**config.mk**
```make
export PLATFORM = sky130hd
export DESIGN_NAME = nrm_prep
export DESIGN_NICKNAME = d
export VERILOG_FILES = /design/src/design/nrm_pkg.sv /design/src/design/nrm_prep.sv
export SDC_FILE = /design/constraint.sdc
export NUM_CORES = 2
export LEC_CHECK = 0
export ABC_CLOCK_PERIOD_IN_PS = 14100
export BUFFER_PORTS_ARGS = -buffer_cell sky130_fd_sc_hd__buf_2
export CAP_MARGIN = 20
export CORE_ASPECT_RATIO = 0.5
export CORE_MARGIN = 5
export CORE_UTILIZATION = 50
export DETAILED_ROUTE_END_ITERATION = 7
export PLACE_DENSITY_LB_ADDON = 0.15
export SLEW_MARGIN = 20
export SYNTH_ARGS = -nofsm -noshare
export SYNTH_HDL_FRONTEND = slang
export SYNTH_SLANG_ARGS = --single-unit
```
**constraint.sdc**
```tcl
create_clock -name aclk -period 14.1 [get_ports aclk]
set_input_delay 1.41 -clock aclk [delete_from_list [all_inputs] [get_ports aclk]]
set_output_delay 1.41 -clock aclk [all_outputs]
set_load 0.005 [all_outputs]
```
**src/design/nrm_pkg.sv**
```systemverilog
// ----------------------------------------------------------------------------
// nrm_pkg: shared constants for the direction normalize and pack block
// Holds the snorm field geometry and the depth of the search pipeline.
// ----------------------------------------------------------------------------
`default_nettype none
package nrm_pkg;
    localparam int FIELD_W       = 10;  // width of one snorm field
    localparam int SEARCH_STEPS  = 9;   // one result bit per stage, 0..511
    localparam int PACK_W        = 3 * FIELD_W;
    localparam int OUT_TDATA_W   = ((PACK_W + 7) / 8) * 8;
endpackage
`default_nettype wire

```
**src/design/nrm_prep.sv**
```systemverilog
// ----------------------------------------------------------------------------
// nrm_prep: front end of the normalize pipeline
// Takes magnitudes, squares them and forms the squared length and the
// per-component targets 4*511^2*m^2, over three register stages.
// ----------------------------------------------------------------------------
`default_nettype none
module nrm_prep #(
    parameter int COMPONENT_WIDTH = 16,
    parameter int WW              = 2 * COMPONENT_WIDTH + 24
) (
    input  wire logic                              aclk,
    input  wire logic                              aresetn,
    input  wire logic                              adv,
    input  wire logic                              in_valid,
    input  wire logic [2:0][COMPONENT_WIDTH-1:0]   comp,
    output logic                                   out_valid,
    output logic [WW-1:0]                          len_sq,
    output logic [2:0][WW-1:0]                     target,
    output logic [2:0]                             neg
);
    import nrm_pkg::*;

    localparam int W = COMPONENT_WIDTH;

    logic [2:0]            v_reg;
    logic [2:0][W-1:0]     mag_reg;
    logic [2:0]            neg_a_reg, neg_b_reg, neg_c_reg;
    logic [2:0][2*W-1:0]   sq_reg;
    logic [WW-1:0]         len_reg;
    logic [2:0][WW-1:0]    tgt_reg;

    always_ff @(posedge aclk) begin
        if (!aresetn) begin
            v_reg <= '0;
        end else if (adv) begin
            v_reg <= {v_reg[1:0], in_valid};
        end
    end

    always_ff @(posedge aclk) begin
        if (adv) begin
            for (int i = 0; i < 3; i++) begin
                // Two's complement magnitude; the most negative value maps exactly.
                neg_a_reg[i] <= comp[i][W-1];
                mag_reg[i]   <= comp[i][W-1] ? (~comp[i] + W'(1)) : comp[i];
                sq_reg[i]    <= mag_reg[i] * mag_reg[i];
                // 4*511^2 = 2^20 - 2^12 + 2^2
                tgt_reg[i]   <= (WW'(sq_reg[i]) << 20) - (WW'(sq_reg[i]) << 12)
                              + (WW'(sq_reg[i]) << 2);
            end
            neg_b_reg <= neg_a_reg;
            neg_c_reg <= neg_b_reg;
            len_reg   <= WW'(sq_reg[0]) + WW'(sq_reg[1]) + WW'(sq_reg[2]);
        end
    end

    assign out_valid = v_reg[2];
    assign len_sq    = len_reg;
    assign target    = tgt_reg;
    assign neg       = neg_c_reg;
endmodule
`default_nettype wire

```
After elaboration in Yosys (flattened, before gate mapping)
Index checks and enable logic that the tools add are counted.
Storage, ports and cells
  bits in registers: 380
  bits in latches: 0
  RAM bits: 0
  memory bits (read-only): 0
  input port bits: 52
  output and inout bits: 228
  word-level logic and storage cells: 37
  memories: 0
Operators by class
  add/sub/neg operators: 11
  multiply operators: 3
  divide/modulo/power cells: 0
  $lt $le $gt $ge: 0
  equality and inequality tests: 0
  shift-type cells: 0
  muxes and demuxes: 3
  bitwise gates (word level): 3
  reduce and logical (&&, ||, !) cells: 0
Operator list (count)
  $add A53 B35 Y54: 3
  $sub A52 B44 Y53: 3
  $mul A16 B16 Y32: 3
  $add A16 B1 Y16 const B: 3
  $not A16 Y16: 3
  $mux W15: 3
  $add A33 B32 Y34: 1
  $add A32 B32 Y33: 1

Longest topological paths before layout
  depth after elaboration: 3
  mapped depth: 27

Worst setup path before layout
No wires, ideal clock.
  path kind: flip-flop to flip-flop
  start: reg mag_reg[24] (netlist bit)
  end: reg sq_reg[63] (netlist bit) (data pin)
  library setup time: 0.260 ns
  data arrival time: 6.473 ns
  required time: 13.840 ns
  setup slack: 7.368 ns
  stages on the path, launching flop included: 28
  path buffers: 1
  cells stage by stage: edfxtp_1 > clkbuf_1 > nand2_1 > inv_1 > fa_1 > inv_1 > fa_1 > inv_1 > fa_1 > inv_1 > fa_1 > inv_1 > fa_1 > inv_1 > fa_1 > inv_1 > ha_1 > a21o_1 > a21o_1 > a21oi_1 > o31ai_1 > a21oi_1 > o221ai_1 > a211o_1 > o41ai_1 > o2111ai_1 > a21oi_1 > xnor2_1
On the way
  longest elaborated chain between the ends: 1
Ends and longest elaborated chain
  from (decl): line nrm_prep.sv:26  | logic [2:0][W-1:0] mag_reg;
  from (signal, indexed assignment): line nrm_prep.sv:45  | mag_reg[i] <= comp[i][W-1] ? (~comp[i] + W'(1)) : comp[i];
  $mul A16 B16 Y32: line nrm_prep.sv:46  | sq_reg[i] <= mag_reg[i] * mag_reg[i];
  to (signal, indexed assignment): line nrm_prep.sv:46
  to (decl): line nrm_prep.sv:28  | logic [2:0][2*W-1:0] sq_reg;
No other way between the ends.
A chain may end at the register's enable or synchronous reset.

Worst setup path in the final report
  start: reg mag_reg[25] (netlist bit)
  end: reg sq_reg[63] (netlist bit) (data pin)
Same word-level chain as after synthesis.

==> summary.md <==
| Metric | Value |
|---|---|
| Post-Syn Instances | `4,570` |
| Setup ws final | `6610 ps` |
| Critical path type | `flop to flop` |
| Worst slew pin tran | `a little over 1000 ps` |
| First-pass iteration count of the detailed router | `6` |
| Final setup skew | `27.50 ps` |
| TritonCTS Sinks | `340` |
| Max cap viols | `0` |
| Clk buf depth | `3` |
| Largest family of logic cells by synthesized area | `adder cells` |
| Worst hold path class | `flop to flop` |
| Slowest CP cell | `edfxtp_1` |
| Top Ports | `280` |
| Die height | `about 220 µm` |
| R2R Path Start | `mag_reg[25]` |
| Final Util | `54.24%` |
| Crit start category | `flop` |
| Final Hold Viols | `0` |
| Min-Delay Endpoint | `neg_b_reg[0]` |
| Avg Inst Size Synth | `9.658 µm²` |
| Grt total ovfl | `0` |
| Clock transition at the registers of the reported paths | `60 ps` |
| Hold depth | `0` |
| Worst slew margin | `29.82%` |
| Top sig layer | `met5` |
| Largest register FFs | `between 150 and 200` |
| Tcrit/Tclk final | `between 50 and 60%` |
| Status | `finished, final reports clean` |
| Reg2reg end | `sq_reg[63]` |
| Post-synthesis mux area share | `0.4678%` |
| Fillers | `7,868` |
| Clock latency on the worst-skew pair | `600 ps` |
| Synth unique cells | `slightly below 90` |
| Fin crit period | `7490 ps` |
| Worst Path Required | `about 14,000 ps` |
| H-tree depth | `2` |
| Antenna-violating nets left | `0` |
| Detail Placement HPWL | `between 90 and 100 mm` |
| Met3 WL | `approximately 8.7 mm` |
| Post-CTS Resized | `0` |
| Global-route wire length before repair | `181.0 mm` |
| Fmax | `133.5 MHz` |
| Final wirelength | `115.3 mm` |
| Vias post-DR | `32,160` |
| Number of global-route vias before repair | `around 33,000` |
| Worst hold start | `neg_a_reg[0]` |
| DRT iter0 DRCs | `2,176` |
| Die footprint | `approximately 95,000 µm²` |
| Initial antenna violation count | `4` |
| Synth Area in Adders | `37.04%` |
| Post-placement setup slack | `between 6000 and 7000 ps` |
| CTS buffer count | `37` |
| Met2 WL post-DR | `approximately 52 mm` |
| Die Wd | `between 400 and 500 µm` |
| Area of the multi-input gates | `30,160 µm²` |
| Post-synth EDFFs | `337` |
| Crit-path max cell delay | `690 ps` |
| Post-synthesis compound-gate area fraction | `10.85%` |
| Post-CTS setup buffers | `0` |
| R2R Setup Slk | `6610 ps` |
| Fin Hold WS | `420.1 ps` |
| Pin count of the biggest net entering global routing | `101` |
| Share of post-route cells with drive strength above 1 | `approximately 8.0%` |
| Synth Register Bits | `340` |
| CTS tree | `yes` |
| Syn Std Cell Area | `44,140 µm²` |
| CP Max Fanout | `17` |
| Slew Viols, Final | `0` |
| Met1 WL | `51.96 mm` |
| Unrepaired setup endpoints after global routing | `false` |
| WP buf/inv | `6` |
| IO buf count | `248` |
| Crit end category | `flop` |
| Final net count | `5,816` |
| CORE AREA | `87,960 µm²` |
| Tot GR Track Use | `24.49%` |
| Final GP Congestion | `0.9299` |
| DRC violations left | `0` |
| Worst R2R Path Depth | `25` |
| Register area share after synthesis | `about 23%` |
| Initial core utilization | `50.18%` |
| Synth-to-Final Area Change | `8.096%` |
| Via density | `5.375` |
| Final setup vio count | `0` |
| Post-Synth XOR/XNOR Area | `7.045%` |
| CP arrival | `7820 ps` |
| Most used DFF post-synth | `edfxtp_1` |
| Simple-gate portion of the synthesized area | `about an eighth` |
| Synth async-reset ratio | `0%` |
| Clk root buf | `clkbuf_16` |
| CTS Hold Buffers Added | `0` |
| Top cell family by delay on the critical path | `adder cells` |
| Register area | `10,180 µm²` |
| Yosys warning count | `0` |
| Row cnt | `77` |
| Fin Setup TNS | `0 ps` |
| Post-DR wirelength/cell | `19.28 µm` |
[stage by stage]
step / std cells / area (µm²)
after floorplan: 4603 / 44260
after global placement: 5916 / 46430
after detailed placement: 5916 / 46430
after CTS: 5983 / 47710
after global routing: 5983 / 47710
final: 5984 / 47710
[how the worst max path moves through the flow]
stage	from	to	depth (start not counted)
3_5_place_dp	mag_reg[25]	sq_reg[63]	25
2_1_floorplan	mag_reg[24]	sq_reg[63]	27
5_1_grt	mag_reg[17]	sq_reg[63]	25
6_report	mag_reg[25]	sq_reg[63]	25
4_1_cts	mag_reg[25]	sq_reg[63]	25
3_3_place_gp	mag_reg[25]	sq_reg[63]	25
[routing by layer]
layer / GRT usage [%] / vias up
li1: - / 15400
met5: 0 / -
met3: 5.725 / 165
met2: 39.48 / 850
met4: 6.215 / 4
met1: 33.59 / 15740
[cell type report]
cell class	count	share of cell area, %
Clock inverter	29	0.7369
Inverter	880	6.924
Tap cell	1185	3.108
Timing Repair Buffer	255	2.733
Antenna cell	1	0.005245
Clock buffer	38	1.949
Sequential cell	340	21.34
Multi-Input combinational cell	3256	63.21
[kinds of logic (layout without fill, tap and decap cells)]
logic type                 Yosys count  in the layout
AOI/OAI and AO/OA                  729            729
xor gates and xnor gates           355            355
adders and majority gates          994            994
buffers and inverters             1007           1202
DFF                                340            340
muxes                               20             20
other                                1             35
and+or+nand+nor                   1124           1124
[cells in the final DEF (no fill, tap or decap), types with 9 or more instances in the layout]
| cell type | n |
|---|---|
| conb_1 | 34 |
| and4_1 | 9 |
| a21boi_0 | 12 |
| nor4_1 | 14 |
| a211oi_1 | 30 |
| a211o_1 | 9 |
| nand2b_1 | 35 |
| xnor2_1 | 247 |
| a31oi_1 | 25 |
| o21a_1 | 39 |
| inv_1 | 880 |
| nand4_1 | 29 |
| nand3_1 | 55 |
| o31a_1 | 9 |
| edfxtp_1 | 337 |
| o21bai_1 | 32 |
| a21oi_1 | 208 |
| nand3b_1 | 10 |
| and2_1 | 140 |
| o31ai_1 | 26 |
| nor2_1 | 224 |
| mux2i_1 | 15 |
| o211ai_1 | 16 |
| or3_1 | 32 |
| buf_2 | 247 |
| a21o_1 | 114 |
| clkbuf_16 | 37 |
| nor3_1 | 56 |
| ha_1 | 473 |
| or2_2 | 23 |
| and3_1 | 32 |
| xor2_1 | 108 |
| o21ai_0 | 117 |
| nor2b_1 | 53 |
| a31o_2 | 15 |
| nand2_1 | 374 |
| fa_1 | 521 |
[synth_stat cells (12+ instances only)]
master    number  area (µm²)
edfxtp_1     337       10120
a21oi_1      208        1041
a31o_2        15       131.4
or2_2         23       143.9
mux2i_1       15       150.1
and2_1       140       875.8
buf_4         37       277.8
or3_1         32       200.2
nor4_1        14       87.58
ha_1         473        5918
o21a_1        39       292.8
xor2_1       108       945.9
nor2b_1       53       331.6
o31ai_1       26       195.2
inv_1        880        3303
nand4_1       29       181.4
a211oi_1      30       225.2
a21boi_0      12       90.09
nand3_1       55       275.3
xnor2_1      247        2163
nand2_1      374        1404
and3_1        32       200.2
a31oi_1       25       156.4
o21ai_0      117       585.6
o211ai_1      16       120.1
nor2_1       224       840.8
nand2b_1      35       219.0
o21bai_1      32       240.2
a21o_1       114       855.8
fa_1         521       10430
clkbuf_1      86       322.8
nor3_1        56       280.3
Power is left out: the tool's default activity adds up to more than one toggle a clock period on the data nets, which glitch-free logic cannot reach.
